File: src/hdl/mhsc_pkg.sv
`timescale 1ns / 1ps
`default_nettype none

package mhsc_pkg;

   // Sample and CORDIC sizing
   localparam int SAMPLE_WIDTH = 16;
   localparam int CORDIC_STEPS = 16;
   localparam int TABLE_LEN    = 24;
   localparam int AXIS_W       = SAMPLE_WIDTH + 1;
   localparam int SCALE_SHIFT  = 60 - SAMPLE_WIDTH;
   localparam int CORDIC_W     = 64;
   localparam int STEP_W       = $clog2(CORDIC_STEPS);
   localparam int TAB_IDX_W    = $clog2(TABLE_LEN);

   // Angles in 1/25600 degree
   localparam int ANG_W      = 27;
   localparam int FRAC_BITS  = 8;
   localparam int HEAD_W     = 16;
   localparam int HSUM_W     = 17;

   // Register widths
   localparam int EPS_W      = 16;
   localparam int LIMIT_W    = 8;
   localparam int OFFSET_W   = 16;
   localparam int CMP_W      = (AXIS_W > EPS_W) ? AXIS_W : EPS_W;
   localparam int CSR_IDX_W  = 3;
   localparam int CSR_DATA_W = 16;

   // Queue between front and back
   localparam int QUEUE_DEPTH = 2;
   localparam int QPTR_W      = $clog2(QUEUE_DEPTH);
   localparam int QCNT_W      = $clog2(QUEUE_DEPTH + 1);

   // Register indexes
   localparam logic [CSR_IDX_W-1:0] CSR_STALE_EPSILON  = 3'd0;
   localparam logic [CSR_IDX_W-1:0] CSR_STALE_LIMIT    = 3'd1;
   localparam logic [CSR_IDX_W-1:0] CSR_HEADING_OFFSET = 3'd2;
   localparam logic [CSR_IDX_W-1:0] CSR_SWAP_AXES      = 3'd3;
   localparam logic [CSR_IDX_W-1:0] CSR_INVERT_X       = 3'd4;
   localparam logic [CSR_IDX_W-1:0] CSR_INVERT_Y       = 3'd5;

   // Register reset values
   localparam logic [EPS_W-1:0]    EPS_RESET    = 16'd3;
   localparam logic [LIMIT_W-1:0]  LIMIT_RESET  = 8'd20;
   localparam logic [OFFSET_W-1:0] OFFSET_RESET = 16'd9000;

   localparam logic [LIMIT_W-1:0]  COUNT_MAX    = {LIMIT_W{1'b1}};

   // Turn constants
   localparam logic [OFFSET_W-1:0]     OFFSET_TURN     = OFFSET_W'(36000);
   localparam logic [HSUM_W-1:0]       HEAD_TURN       = HSUM_W'(36000);
   localparam logic [HSUM_W-1:0]       HEAD_TWO_TURNS  = HSUM_W'(72000);
   localparam logic signed [ANG_W-1:0] HALF_TURN_ANGLE = ANG_W'(18000 * 256);
   localparam logic signed [ANG_W-1:0] FULL_TURN_ANGLE = ANG_W'(36000 * 256);
   localparam logic signed [ANG_W-1:0] ROUND_HALF      = ANG_W'(128);

   typedef struct packed {
      logic signed [SAMPLE_WIDTH-1:0] mag_x;
      logic signed [SAMPLE_WIDTH-1:0] mag_y;
      logic signed [SAMPLE_WIDTH-1:0] mag_z;
   } req_type;

   typedef struct packed {
      logic [HEAD_W-1:0] heading;
      logic              reinit_request;
   } rsp_type;

   typedef struct packed {
      logic [EPS_W-1:0]    stale_epsilon;
      logic [LIMIT_W-1:0]  stale_limit;
      logic [OFFSET_W-1:0] heading_offset;
      logic                swap_axes;
      logic                invert_x;
      logic                invert_y;
   } cfg_type;

   // One classified item on its way to the CORDIC
   typedef struct packed {
      logic signed [AXIS_W-1:0] hx;
      logic signed [AXIS_W-1:0] hy;
      logic                     reinit;
   } job_type;

   typedef struct packed {
      logic full;
      logic empty;
   } queue_status_type;

   typedef enum logic [1:0] {
      BK_IDLE,
      BK_ROTATE,
      BK_WRAP
   } back_state_type;

   // atan(2^-i) in 1/25600 degree
   function automatic logic signed [ANG_W-1:0] atan_angle(input logic [TAB_IDX_W-1:0] idx);
      logic signed [ANG_W-1:0] a;
      case (idx)
         5'd0:    a = ANG_W'(1152000);
         5'd1:    a = ANG_W'(680065);
         5'd2:    a = ANG_W'(359328);
         5'd3:    a = ANG_W'(182400);
         5'd4:    a = ANG_W'(91554);
         5'd5:    a = ANG_W'(45822);
         5'd6:    a = ANG_W'(22916);
         5'd7:    a = ANG_W'(11459);
         5'd8:    a = ANG_W'(5730);
         5'd9:    a = ANG_W'(2865);
         5'd10:   a = ANG_W'(1432);
         5'd11:   a = ANG_W'(716);
         5'd12:   a = ANG_W'(358);
         5'd13:   a = ANG_W'(179);
         5'd14:   a = ANG_W'(90);
         5'd15:   a = ANG_W'(45);
         5'd16:   a = ANG_W'(22);
         5'd17:   a = ANG_W'(11);
         5'd18:   a = ANG_W'(6);
         5'd19:   a = ANG_W'(3);
         5'd20:   a = ANG_W'(1);
         5'd21:   a = ANG_W'(1);
         default: a = '0;
      endcase
      return a;
   endfunction

endpackage

`default_nettype wire

File: src/hdl/mhsc_queue.sv
`timescale 1ns / 1ps
`default_nettype none

module mhsc_queue (
   input  wire                       clock,
   input  wire                       reset,
   input  wire                       push,
   input  mhsc_pkg::job_type         push_data,
   input  wire                       pop,
   output mhsc_pkg::job_type         pop_data,
   output mhsc_pkg::queue_status_type status
);
   import mhsc_pkg::*;

   job_type            entry_ff [QUEUE_DEPTH];
   logic [QPTR_W-1:0]  wr_ptr_ff, wr_ptr_in;
   logic [QPTR_W-1:0]  rd_ptr_ff, rd_ptr_in;
   logic [QCNT_W-1:0]  count_ff, count_in;

   assign status.full  = (count_ff == QCNT_W'(QUEUE_DEPTH));
   assign status.empty = (count_ff == '0);
   assign pop_data     = entry_ff[rd_ptr_ff];

   // pointer and fill count
   always_comb begin
      wr_ptr_in = wr_ptr_ff;
      rd_ptr_in = rd_ptr_ff;
      count_in  = count_ff;
      if (push) begin
         wr_ptr_in = (wr_ptr_ff == QPTR_W'(QUEUE_DEPTH - 1)) ? '0 : wr_ptr_ff + 1'b1;
      end
      if (pop) begin
         rd_ptr_in = (rd_ptr_ff == QPTR_W'(QUEUE_DEPTH - 1)) ? '0 : rd_ptr_ff + 1'b1;
      end
      if (push && !pop) begin
         count_in = count_ff + 1'b1;
      end else if (pop && !push) begin
         count_in = count_ff - 1'b1;
      end
   end

   always_ff @(posedge clock) begin
      if (reset) begin
         wr_ptr_ff <= '0;
         rd_ptr_ff <= '0;
         count_ff  <= '0;
      end else begin
         wr_ptr_ff <= wr_ptr_in;
         rd_ptr_ff <= rd_ptr_in;
         count_ff  <= count_in;
      end
   end

   // storage
   always_ff @(posedge clock) begin
      if (push) begin
         entry_ff[wr_ptr_ff] <= push_data;
      end
   end

endmodule

`default_nettype wire

File: src/hdl/mhsc_front.sv
`timescale 1ns / 1ps
`default_nettype none

module mhsc_front (
   input  wire                        clock,
   input  wire                        reset,
   input  mhsc_pkg::cfg_type          cfg,
   input  wire                        req_valid,
   output logic                       req_stall,
   input  mhsc_pkg::req_type          req_payload,
   input  mhsc_pkg::queue_status_type q_status,
   output logic                       push,
   output mhsc_pkg::job_type          push_data
);
   import mhsc_pkg::*;

   logic                           has_prev_ff, has_prev_in;
   logic signed [SAMPLE_WIDTH-1:0] prev_x_ff, prev_x_in;
   logic signed [SAMPLE_WIDTH-1:0] prev_y_ff, prev_y_in;
   logic signed [SAMPLE_WIDTH-1:0] prev_z_ff, prev_z_in;
   logic [LIMIT_W-1:0]             count_ff, count_in;

   logic signed [AXIS_W-1:0] sx, sy, sz, dx, dy, dz, ax, ay;
   logic [AXIS_W-1:0]        abs_x, abs_y, abs_z;
   logic                     near_all;
   logic [LIMIT_W-1:0]       count_upd;
   logic                     limit_hit;

   assign req_stall = q_status.full;
   assign push      = req_valid && !q_status.full;

   // per-axis change against the held sample
   always_comb begin
      sx = AXIS_W'(req_payload.mag_x);
      sy = AXIS_W'(req_payload.mag_y);
      sz = AXIS_W'(req_payload.mag_z);
      dx = sx - AXIS_W'(prev_x_ff);
      dy = sy - AXIS_W'(prev_y_ff);
      dz = sz - AXIS_W'(prev_z_ff);
      abs_x = dx[AXIS_W-1] ? AXIS_W'(-dx) : AXIS_W'(dx);
      abs_y = dy[AXIS_W-1] ? AXIS_W'(-dy) : AXIS_W'(dy);
      abs_z = dz[AXIS_W-1] ? AXIS_W'(-dz) : AXIS_W'(dz);
      near_all = (CMP_W'(abs_x) < CMP_W'(cfg.stale_epsilon))
              && (CMP_W'(abs_y) < CMP_W'(cfg.stale_epsilon))
              && (CMP_W'(abs_z) < CMP_W'(cfg.stale_epsilon));
   end

   // stale counter, saturating
   always_comb begin
      count_upd = count_ff;
      if (has_prev_ff) begin
         if (near_all) begin
            count_upd = (count_ff == COUNT_MAX) ? count_ff : count_ff + 1'b1;
         end else begin
            count_upd = '0;
         end
      end
      limit_hit = (count_upd >= cfg.stale_limit);
   end

   // held sample update; reaching the limit clears everything
   always_comb begin
      has_prev_in = has_prev_ff;
      prev_x_in   = prev_x_ff;
      prev_y_in   = prev_y_ff;
      prev_z_in   = prev_z_ff;
      count_in    = count_ff;
      if (push) begin
         has_prev_in = !limit_hit;
         prev_x_in   = limit_hit ? '0 : req_payload.mag_x;
         prev_y_in   = limit_hit ? '0 : req_payload.mag_y;
         prev_z_in   = limit_hit ? '0 : req_payload.mag_z;
         count_in    = limit_hit ? '0 : count_upd;
      end
   end

   always_ff @(posedge clock) begin
      if (reset) begin
         has_prev_ff <= 1'b0;
         prev_x_ff   <= '0;
         prev_y_ff   <= '0;
         prev_z_ff   <= '0;
         count_ff    <= '0;
      end else begin
         has_prev_ff <= has_prev_in;
         prev_x_ff   <= prev_x_in;
         prev_y_ff   <= prev_y_in;
         prev_z_ff   <= prev_z_in;
         count_ff    <= count_in;
      end
   end

   // axis mapping for the heading
   always_comb begin
      ax = cfg.swap_axes ? sy : sx;
      ay = cfg.swap_axes ? sx : sy;
      push_data.hx     = cfg.invert_x ? AXIS_W'(-ax) : ax;
      push_data.hy     = cfg.invert_y ? AXIS_W'(-ay) : ay;
      push_data.reinit = limit_hit;
   end

endmodule

`default_nettype wire

File: src/hdl/mhsc_back.sv
`timescale 1ns / 1ps
`default_nettype none

module mhsc_back (
   input  wire                        clock,
   input  wire                        reset,
   input  mhsc_pkg::cfg_type          cfg,
   input  mhsc_pkg::queue_status_type q_status,
   output logic                       pop,
   input  mhsc_pkg::job_type          pop_data,
   output logic                       rsp_valid,
   input  wire                        rsp_stall,
   output mhsc_pkg::rsp_type          rsp_payload
);
   import mhsc_pkg::*;

   back_state_type             state_ff, state_in;
   logic signed [CORDIC_W-1:0] x_ff, x_in, y_ff, y_in;
   logic signed [ANG_W-1:0]    ang_ff, ang_in;
   logic [STEP_W-1:0]          step_ff, step_in;
   logic                       reinit_ff, reinit_in;
   logic                       rsp_valid_ff, rsp_valid_in;
   rsp_type                    rsp_data_ff, rsp_data_in;

   logic                       rsp_load, rsp_free, last_step;
   logic signed [AXIS_W-1:0]   lx, ly;
   logic signed [CORDIC_W-1:0] x_load, y_load, x_rot, y_rot, sh_x, sh_y;
   logic signed [ANG_W-1:0]    ang_load, ang_rot, total, rounded;
   logic signed [ANG_W-1:0]    tab_angle;
   logic [OFFSET_W-1:0]        off_mod;
   logic [HSUM_W-1:0]          hsum, hwrap;

   assign rsp_free    = !rsp_valid_ff || !rsp_stall;
   assign last_step   = (step_ff == STEP_W'(CORDIC_STEPS - 1));
   assign rsp_valid   = rsp_valid_ff;
   assign rsp_payload = rsp_data_ff;

   // next state
   always_comb begin
      state_in = state_ff;
      case (state_ff)
         BK_IDLE:   if (!q_status.empty) state_in = BK_ROTATE;
         BK_ROTATE: if (last_step) state_in = BK_WRAP;
         BK_WRAP:   if (rsp_free) state_in = BK_IDLE;
         default:   state_in = BK_IDLE;
      endcase
   end

   // control outputs
   always_comb begin
      pop      = 1'b0;
      rsp_load = 1'b0;
      case (state_ff)
         BK_IDLE:   pop = !q_status.empty;
         BK_ROTATE: pop = 1'b0;
         BK_WRAP:   rsp_load = rsp_free;
         default: begin
            pop      = 1'b0;
            rsp_load = 1'b0;
         end
      endcase
   end

   // fold the left half plane and scale up
   always_comb begin
      if (pop_data.hx[AXIS_W-1]) begin
         lx       = AXIS_W'(-pop_data.hx);
         ly       = AXIS_W'(-pop_data.hy);
         ang_load = HALF_TURN_ANGLE;
      end else begin
         lx       = pop_data.hx;
         ly       = pop_data.hy;
         ang_load = '0;
      end
      x_load = CORDIC_W'(lx) <<< SCALE_SHIFT;
      y_load = CORDIC_W'(ly) <<< SCALE_SHIFT;
   end

   // one vectoring step per cycle, floor shifts
   always_comb begin
      sh_x      = y_ff >>> step_ff;
      sh_y      = x_ff >>> step_ff;
      tab_angle = atan_angle(TAB_IDX_W'(step_ff));
      x_rot     = x_ff;
      y_rot     = y_ff;
      ang_rot   = ang_ff;
      if (!y_ff[CORDIC_W-1] && (y_ff != '0)) begin
         x_rot   = x_ff + sh_x;
         y_rot   = y_ff - sh_y;
         ang_rot = ang_ff + tab_angle;
      end else if (y_ff[CORDIC_W-1]) begin
         x_rot   = x_ff - sh_x;
         y_rot   = y_ff + sh_y;
         ang_rot = ang_ff - tab_angle;
      end
   end

   // add offset, round to hundredths, wrap into one turn
   always_comb begin
      off_mod = (cfg.heading_offset >= OFFSET_TURN) ? cfg.heading_offset - OFFSET_TURN
                                                    : cfg.heading_offset;
      total   = ang_ff + ANG_W'({off_mod, {FRAC_BITS{1'b0}}}) + FULL_TURN_ANGLE;
      rounded = total + ROUND_HALF;
      hsum    = rounded[FRAC_BITS +: HSUM_W];
      if (hsum >= HEAD_TWO_TURNS) begin
         hwrap = hsum - HEAD_TWO_TURNS;
      end else if (hsum >= HEAD_TURN) begin
         hwrap = hsum - HEAD_TURN;
      end else begin
         hwrap = hsum;
      end
   end

   // datapath next values
   always_comb begin
      x_in      = x_ff;
      y_in      = y_ff;
      ang_in    = ang_ff;
      step_in   = step_ff;
      reinit_in = reinit_ff;
      if (pop) begin
         x_in      = x_load;
         y_in      = y_load;
         ang_in    = ang_load;
         step_in   = '0;
         reinit_in = pop_data.reinit;
      end else if (state_ff == BK_ROTATE) begin
         x_in    = x_rot;
         y_in    = y_rot;
         ang_in  = ang_rot;
         step_in = step_ff + 1'b1;
      end
      rsp_data_in = rsp_data_ff;
      if (rsp_load) begin
         rsp_data_in.heading        = HEAD_W'(hwrap);
         rsp_data_in.reinit_request = reinit_ff;
      end
      rsp_valid_in = rsp_load || (rsp_valid_ff && rsp_stall);
   end

   always_ff @(posedge clock) begin
      if (reset) begin
         state_ff     <= BK_IDLE;
         rsp_valid_ff <= 1'b0;
      end else begin
         state_ff     <= state_in;
         rsp_valid_ff <= rsp_valid_in;
      end
   end

   always_ff @(posedge clock) begin
      x_ff        <= x_in;
      y_ff        <= y_in;
      ang_ff      <= ang_in;
      step_ff     <= step_in;
      reinit_ff   <= reinit_in;
      rsp_data_ff <= rsp_data_in;
   end

endmodule

`default_nettype wire

File: src/hdl/magnetometer_heading_stale_check.sv
// Compass heading from a three-axis magnetometer, with stale-sample detection.
// Request channel (req_valid / req_stall / req_payload) takes one sample of
// mag_x, mag_y, mag_z; an item is taken when req_valid is high and req_stall
// low. Response channel (rsp_valid / rsp_stall / rsp_payload) returns one
// heading (hundredths of a degree, 0..35999) and reinit_request per sample.
// Register writes come on csr_valid / csr_ready / csr_index / csr_wdata and
// must only be made while no sample is in flight.
// The front part checks the sample against the held one in the accepting
// cycle and passes it through a two-entry queue to the back part, which runs
// a 16-step vectoring CORDIC, one step per cycle.
// The back part takes a new sample from the queue only once it has loaded the
// response for the last one into the output register.
// A stalled response is held in the output register; the back part then waits
// and the queue fills, after which req_stall rises.
// Synchronous reset restores register defaults, forgets the held sample,
// clears the stale count and empties the queue and output register.
`timescale 1ns / 1ps
`default_nettype none

module magnetometer_heading_stale_check (
   input  wire                                 clock,
   input  wire                                 reset,
   input  wire                                 req_valid,
   output logic                                req_stall,
   input  mhsc_pkg::req_type                   req_payload,
   output logic                                rsp_valid,
   input  wire                                 rsp_stall,
   output mhsc_pkg::rsp_type                   rsp_payload,
   input  wire                                 csr_valid,
   output logic                                csr_ready,
   input  wire [mhsc_pkg::CSR_IDX_W-1:0]       csr_index,
   input  wire [mhsc_pkg::CSR_DATA_W-1:0]      csr_wdata
);
   import mhsc_pkg::*;

   cfg_type          cfg_ff, cfg_in;
   queue_status_type q_status;
   job_type          push_data, pop_data;
   logic             push, pop;

   assign csr_ready = 1'b1;

   // register writes; unknown indexes are dropped
   always_comb begin
      cfg_in = cfg_ff;
      if (csr_valid) begin
         case (csr_index)
            CSR_STALE_EPSILON:  cfg_in.stale_epsilon  = EPS_W'(csr_wdata);
            CSR_STALE_LIMIT:    cfg_in.stale_limit    = csr_wdata[LIMIT_W-1:0];
            CSR_HEADING_OFFSET: cfg_in.heading_offset = OFFSET_W'(csr_wdata);
            CSR_SWAP_AXES:      cfg_in.swap_axes      = csr_wdata[0];
            CSR_INVERT_X:       cfg_in.invert_x       = csr_wdata[0];
            CSR_INVERT_Y:       cfg_in.invert_y       = csr_wdata[0];
            default:            cfg_in = cfg_ff;
         endcase
      end
   end

   always_ff @(posedge clock) begin
      if (reset) begin
         cfg_ff.stale_epsilon  <= EPS_RESET;
         cfg_ff.stale_limit    <= LIMIT_RESET;
         cfg_ff.heading_offset <= OFFSET_RESET;
         cfg_ff.swap_axes      <= 1'b0;
         cfg_ff.invert_x       <= 1'b0;
         cfg_ff.invert_y       <= 1'b0;
      end else begin
         cfg_ff <= cfg_in;
      end
   end

   mhsc_front u_front (
      .clock       (clock),
      .reset       (reset),
      .cfg         (cfg_ff),
      .req_valid   (req_valid),
      .req_stall   (req_stall),
      .req_payload (req_payload),
      .q_status    (q_status),
      .push        (push),
      .push_data   (push_data)
   );

   mhsc_queue u_queue (
      .clock     (clock),
      .reset     (reset),
      .push      (push),
      .push_data (push_data),
      .pop       (pop),
      .pop_data  (pop_data),
      .status    (q_status)
   );

   mhsc_back u_back (
      .clock       (clock),
      .reset       (reset),
      .cfg         (cfg_ff),
      .q_status    (q_status),
      .pop         (pop),
      .pop_data    (pop_data),
      .rsp_valid   (rsp_valid),
      .rsp_stall   (rsp_stall),
      .rsp_payload (rsp_payload)
   );

   // queue never written when full
   assert property (@(posedge clock) disable iff (reset) push |-> !q_status.full)
      else $error("item pushed into full queue");

   // queue never read when empty
   assert property (@(posedge clock) disable iff (reset) pop |-> !q_status.empty)
      else $error("item popped from empty queue");

   // heading always wrapped into one turn
   assert property (@(posedge clock) disable iff (reset)
                    rsp_valid |-> (rsp_payload.heading < HEAD_W'(36000)))
      else $error("heading out of range");

endmodule

`default_nettype wire
File: config.mk
export PLATFORM = sky130hd
export DESIGN_NAME = magnetometer_heading_stale_check
export DESIGN_NICKNAME = d
export VERILOG_FILES = /design/src/hdl/mhsc_pkg.sv /design/src/hdl/mhsc_queue.sv /design/src/hdl/mhsc_front.sv /design/src/hdl/mhsc_back.sv /design/src/hdl/magnetometer_heading_stale_check.sv
export SDC_FILE = /design/constraint.sdc
export NUM_CORES = 2
export LEC_CHECK = 0
export ABC_AREA = 1
export CORE_MARGIN = 3
export CORE_UTILIZATION = 61
export CTS_CLUSTER_SIZE = 8
export DETAILED_ROUTE_END_ITERATION = 10
export DONT_BUFFER_PORTS = 1
export PLACE_DENSITY = 0.74
export RECOVER_POWER = 100
export REMOVE_ABC_BUFFERS = 1
export SLEW_MARGIN = 20
export SYNTH_ARGS = -nofsm -noshare
export SYNTH_HDL_FRONTEND = slang
export SYNTH_HIERARCHICAL = 1
export SYNTH_SLANG_ARGS = --single-unit
File: constraint.sdc
create_clock -name clock -period 15.48 [get_ports clock]
set_clock_uncertainty 0.15 [all_clocks]
set_input_delay 3.096 -clock clock [delete_from_list [all_inputs] [get_ports clock]]
set_output_delay 3.096 -clock clock [all_outputs]
set_load 0.03 [all_outputs]
==> Word level (Yosys, flattened, before mapping) <==
Memory sizes are Yosys's and may differ from the RTL's. A register that Yosys moved wholly into a read port is not among the register bits.
Index checks and enable logic that the tools add are counted.
Widths: inputs -> output; s select.
{ "totals": {"ram_bits": 70, "wordCells": 160, "latchBits": 0, "input_bits": 72, "output_inout_bits": 20, "mem_bits_ro": 336, "reg_bits": 284, "memories": 2} }
{ "op_classes": {"n_div": 0, "n_lt_le_gt_ge": 7, "n_mux": 48, "bitwise": 0, "multipliers": 0, "shift": 2, "eq_ne": 13, "n_addsub": 28, "n_reduce_logical": 34} }
{ "memory_table": {"columns": ["name", "words", "width", "rd", "rd_ports_with_merged_regs", "write_ports", "line_no", "rtl"], "rows": [
  ["(no name shown)", 16, 21, 1, 1, 0, "mhsc_pkg.sv:99", "case (idx)"],
  ["u_queue.entry_ff", 2, 35, 1, 1, 1, "mhsc_queue.sv:15", "job_type entry_ff [QUEUE_DEPTH];"]
]} }
{ "op_table": {"columns": ["operator", "n"], "rows": [
  ["$mux 64", 8],
  ["$mux 17", 9],
  ["$add 64x64->64", 2],
  ["$sshr 64x4->64", 2],
  ["$sub 64x64->64", 2],
  ["$neg 17->17", 7],
  ["$mux 27", 4],
  ["$mux 16", 6],
  ["$reduce_bool 64->1", 1],
  ["$lt 17x16->1", 3],
  ["$sub 16x16->17", 3],
  ["$mux 8", 4],
  ["$sub 16x16->16 const B", 2],
  ["$add 27x27->27", 1],
  ["$sub 27x27->27", 1],
  ["$add 25x24->25", 1],
  ["$add 25x24->25 const B", 1],
  ["$add 25x9->25 const B", 1],
  ["$mux 23", 1],
  ["$ge 17x16->1 const B", 1],
  ["$ge 17x17->1 const B", 1],
  ["$ge 16x16->1 const B", 1],
  ["$reduce_and 2->1", 8],
  ["$sub 16x13->16 const B", 1],
  ["other kinds (27)", 61]
]} }

==> Logic depth before layout (Yosys ltp) <==
{ "depth": {"depth_word": 10, "mapped_depth": 48, "depth_no_buf": 46} }

==> Modules after synthesis <==
Netlist, hierarchy kept.
{ "modules_own_cells": {"columns": ["mod", "cells_per_inst", "seq_area_each_um2", "area_per_inst_um2", "n_inst"], "rows": [
  ["mhsc_back", 6138, 4814.6, 34855.9, 1],
  ["mhsc_front", 1479, 1141.1, 8877.3, 1],
  ["mhsc_queue", 142, 2202.1, 2906.5, 1],
  ["magnetometer_heading_stale_check", 258, 860.8, 1804.2, 1]
]} }

==> Least setup slack after synthesis <==
Ideal clock, no wire load.
{ "synth_path": {"path_type": "in2reg", "start": "input req_payload[32] in the netlist's numbering", "end": "register u_front.prev_x_ff[11]", "setup_ns": 0.065, "t_required_ns": 15.265, "cell_stages": 43, "path_buffers": 2, "setup_slack_ns": 7.489, "t_arrival_ns": 7.776, "path_cell_list": "inv_1 -> ha_1 -> fa_1 -> nand3b_1 -> nand2_1 -> nand2_1 -> nand3_1 -> nand3_1 -> nand2_1 -> nand2_1 -> nand2_2 -> clkinv_1 -> nand2_1 -> xor2_1 -> inv_1 -> ha_1 -> nand2_1 -> inv_1 -> [... 7 more ...] -> nand2_1 -> nand2_1 -> nand2_1 -> nor2_1 -> nand2_1 -> nor2_4 -> nand2_8 -> a21boi_0 -> ha_1 -> a21oi_1 -> o21ai_0 -> nand2_1 -> o2111ai_1 -> nor2_1 -> buf_6 -> clkbuf_1 -> a22oi_1 -> nor2_1"} }
{ "synth_between": {"elab_chain_cells": 10} }
{ "synth_rtl": {"columns": ["element", "line_no", "rtl"], "rows": [
  ["from (decl)", "magnetometer_heading_stale_check.sv:25", "input mhsc_pkg::req_type req_payload,"],
  ["$sub 16x16->17 *", "mhsc_front.sv:37", "dx = sx - AXIS_W'(prev_x_ff);"],
  ["$neg 17->17", "mhsc_front.sv:40", "abs_x = dx[AXIS_W-1] ? AXIS_W'(-dx) : AXIS_W'(dx);"],
  ["$mux 17 *", "mhsc_front.sv:40", null],
  ["$lt 17x16->1 *", "mhsc_front.sv:43", "near_all = (CMP_W'(abs_x) < CMP_W'(cfg.stale_epsilon))"],
  ["$logic_and 1x1->1 *", "mhsc_front.sv:44", "&& (CMP_W'(abs_y) < CMP_W'(cfg.stale_epsilon))"],
  ["$logic_and 1x1->1 *", "mhsc_front.sv:45", "&& (CMP_W'(abs_z) < CMP_W'(cfg.stale_epsilon));"],
  ["$mux 8 *", "mhsc_front.sv:52", "if (near_all) begin"],
  ["$mux 8 *", "mhsc_front.sv:51", "if (has_prev_ff) begin"],
  ["$ge 8x8->1 *", "mhsc_front.sv:58", "limit_hit = (count_upd >= cfg.stale_limit);"],
  ["net u_front.limit_hit", "mhsc_front.sv:27", "logic limit_hit;"],
  ["$mux 16 *", "mhsc_front.sv:70", "prev_x_in = limit_hit ? '0 : req_payload.mag_x;"],
  ["to (signal assigned)", "mhsc_front.sv:86", "prev_x_ff <= prev_x_in;"],
  ["to (decl)", "mhsc_front.sv:18", "logic signed [SAMPLE_WIDTH-1:0] prev_x_ff, prev_x_in;"]
]} }
The timed path passes the listed nets; every way through them passes the cells marked *.
A chain may end at the register's enable or synchronous reset.

==> Final worst setup path <==
{ "layout_path": {"start": "register u_back.step_ff[0]", "end": "register u_back.x_ff[46], data pin"} }
{ "layout_between": {"elab_chain_cells": 6, "word_cells_on_any_way": 7, "classes_between": "add/sub (2); shift (1); mux (4)"} }
{ "layout_rtl": {"columns": ["element", "line_no", "rtl"], "rows": [
  ["from (decl)", "mhsc_back.sv:20", "logic [STEP_W-1:0] step_ff, step_in;"],
  ["from (signal assigned)", "mhsc_back.sv:155", "step_ff <= step_in;"],
  ["$sshr 64x4->64 *", "mhsc_back.sv:81", "sh_x = y_ff >>> step_ff;"],
  ["$sub 64x64->64", "mhsc_back.sv:92", "x_rot = x_ff - sh_x;"],
  ["$mux 64", "mhsc_back.sv:91", "end else if (y_ff[CORDIC_W-1]) begin"],
  ["$mux 64 *", "mhsc_back.sv:87", "if (!y_ff[CORDIC_W-1] && (y_ff != '0)) begin"],
  ["$mux 64 *", "mhsc_back.sv:127", "end else if (state_ff == BK_ROTATE) begin"],
  ["$mux 64 *", "mhsc_back.sv:121", "if (pop) begin"],
  ["net u_back.x_in[46]", "mhsc_back.sv:18", "logic signed [CORDIC_W-1:0] x_ff, x_in, y_ff, y_in;"],
  ["to (signal assigned)", "mhsc_back.sv:152", "x_ff <= x_in;"],
  ["to (decl)", "mhsc_back.sv:18", null]
]} }
The timed path passes the listed nets; every way through them passes the cells marked *. The select of a mux whose other input is x is not followed.

==> implementation parameters <==
Parameter                              Value

Clock tree
  Clock Pin Slew Worst Setup and Hold Paths ... 60 ps
  Number of buffers created by CTS ... 54
  Count of H-tree levels built during CTS ... 2
  Count of buffers added by post-CTS timing repair for setup ... 0
  Root Buffer ... clkbuf_16
  CTS tree ... yes
  Cts repair resizes ... 0
  Maximum buffer depth of the clock tree ... 3
  Cts hold-fix bufs ... 0
  Sink Count ... 374
  Insertion delay to the later sink of the worst-skew pair ... 650 ps

Placement
  DP Worst Slack ... 6610 ps
  Instance count after placement with tap cells included ... 8817
  Port bufs ... 0
  GP Congestion ... 1.04
  Placed cell areas ... 48700 µm²
  HPWL after detailed placement ... 139000 µm

Yosys
  Post-Synthesis Cell Area ... 48400 µm²
  Number of synthesized flops with an enable pin ... 153
  Dominant synthesized flop cell ... dfxtp_1
  FFs w/ async S/R, synth ... 0
  Post-synthesis instance total ... 8017
  Register area share after synthesis ... 0.186
  Synth cell types ... 72
  Yosys synthesis warning count ... 6
  Post-synthesis register bit count ... 374
  Mean cell area of the mapped netlist ... 6.04 µm²

Min path
  Worst hold-check path type ... flip-flop to flip-flop

Timing
  Transition at the pin with the smallest max-transition slack ... 4330 ps
  Final hold violation count ... 0
  Final cycle utilization of the critical path ... 0.678
  Relative slew margins ... -1.89
  Period minus WS final ... 10490 ps
  RSZ-0062 raised after global routing ... no
  Setup violations, final ... 0
  Max-slew violation count ... 487
  Summed negative setup slack over all endpoints ... 0 ps
  Setup WS post-layout ... 4990 ps
  Maximum frequency from static timing analysis ... 95.3 MHz

Floorplan
  Horiz. Die Dim ... 288 µm
  Floorplan die height ... 288 µm
  Effective utilization at floorplan ... 0.620
  Placeable Area ... 78100 µm²
  Number of placed I/O pins ... 92
  DIE AREA ... 82800 µm²
  Number of core rows ... 102

Worst setup path
  Worst Path Class, Setup ... flip-flop to flip-flop
  Critical path peak fanout ... 99
  Category of the worst setup path capture point ... flip-flop
  Cell type of the slowest stage on the worst timing path ... clkinvlp_2
  Worst endpoint data arrival time ... 10640 ps
  Required @ worst endpoint ... 15630 ps
  Reg2reg setup slack ... 4990 ps
  Top cell by count, worst path ... nand2_1
  Critical path's largest stage delay ... 3060 ps
  Startpoint Class ... flip-flop

Run status
  Run status ... finished with violations
  Failing checks ... max-capacitance violations, max-slew violations

Layout
  Area of the multi-input gates ... 33700 µm²
  Cell Count, Final, Fillers Out ... 8912
  Synth-to-layout area growth ... 3.47%
  Register cell area after layout ... 9030 µm²
  Number of nets in the layout ... 8289
  Number of filler cells placed in the layout ... 7600
  Area of all placed cells without fillers ... 50100 µm²
  Fraction of layout cells with a size suffix above 1 ... 0.0448

Routing
  Number of detailed-route iterations in the first pass ... 7
  Post-detailed-route via-to-cell ratio ... 6.05
  Wire per inst ... 19.8 µm
  DRC violation count after routing ... 0
  Iter 0 DRT Violations ... 6004
  DRT antenna net count ... 0
  Via count of the routed design ... 54000
  Wire length after detailed routing ... 176000 µm

GRT
  Via count of the first global-routing pass ... 50400
  Wire length of the first global-routing pass ... 270000 µm
  Maximum number of pins on one net before global-route repair ... 110
  GRT Resource Usage Total ... 0.409
  Number of antenna violations at the first check in global routing ... 1
  Gr ovfl total ... 0

Flow run
  Count of maximum capacitance violations ... 12
[cell usage after synthesis (all sizes together) (47+ instances only)]
master	n	share of area
a31oi	49	0.0063
xor2	167	0.031
o211ai	47	0.0073
buf	128	0.017
clkbuf	140	0.011
a21oi	544	0.057
nand2	2045	0.16
a22oi	49	0.0076
inv	1150	0.089
dfxtp	221	0.091
nor2	915	0.074
nand4	68	0.0088
ha	375	0.097
xnor2	62	0.011
mux2i	62	0.013
o21ai	599	0.063
nor3	110	0.014
edfxtp	153	0.095
nand3	773	0.084
[final timing paths]
check,from,end,cells past startpoint
hold / removal,cfg_ff[28],cfg_ff[28],2
hold reg to reg,cfg_ff[28],cfg_ff[28],2
setup / recovery,u_back/step_ff[0],u_back/x_ff[46],28
setup reg to reg,u_back/step_ff[0],u_back/x_ff[46],28
[through the flow]
| stage | hold WS (ps) | util |
|---|---|---|
| finish | 318 | 0.642 |
| global route | 336 | 0.642 |
| CTS | 323 | 0.644 |
| detailed placement | 310 | 0.623 |
| global placement | 306 | 0.623 |
| floorplan | 250 | - |
[cell usage in the layout, fill, tap and decap left out, types with 153 or more instances in the layout]
master	instances
xor2_1	163
o21ai_0	559
edfxtp_1	153
nand3_1	739
ha_1	375
nor2_1	877
inv_1	1118
dfxtp_1	216
nand2_1	1977
a21oi_1	538
[layer usage]
layer,track usage,share of wire,vias to the layer above
met4,0.251,0.073,0
li1,-,-,25900
met5,0,0,-
met1,0.490,0.38,24500
met2,0.684,0.45,2910
met3,0.0665,0.093,705
[cell families after synthesis]
kind of cell / after synthesis / synth area share
buffers and inverters: 1424 / 0.117
DFF: 374 / 0.186
other: 1 / 0.0000774
xor gates and xnor gates: 229 / 0.0422
AOI/OAI and AO/OA: 1476 / 0.171
and+or+nand+nor: 4033 / 0.360
muxes: 97 / 0.0233
adders and majority gates: 383 / 0.100
[final cells by class]
cell class / count / area share
Clock buffer: 87 / 0.0298
Clock inverter: 6 / 0.00190
Antenna cell: 1 / 0.0000499
Inverter: 1156 / 0.0867
Tap cell: 1040 / 0.0260
Multi-Input combinational cell: 6219 / 0.672
Timing Repair Buffer: 29 / 0.00367
Sequential cell: 374 / 0.180
[registers in the layout, indices dropped and copies added, names as in the netlist, 4 cells and up, named ones only]
register and flops:
u_queue/entry_ff 70, u_front/prev_y_ff 16, u_front/prev_x_ff 16, u_front/prev_z_ff 16, cfg_ff 43, u_back/ang_ff 25
u_front/count_ff 8, u_back/rsp_payload 17, u_back/tab_angle 21, u_back/y_ff 64, u_back/step_ff 4, u_back/x_ff 64
[critical path: cells and delay by family (launching register included)]
family	cells	cell delay [ps]
adders and majority gates	2	510
and+or+nand+nor	18	4420
xor gates and xnor gates	1	290
AOI/OAI and AO/OA	3	440
buffers and inverters	4	3400
DFF	1	850
Power is not shown: default switching activity piles up to over one toggle a cycle in this logic, so the estimate is an artifact.
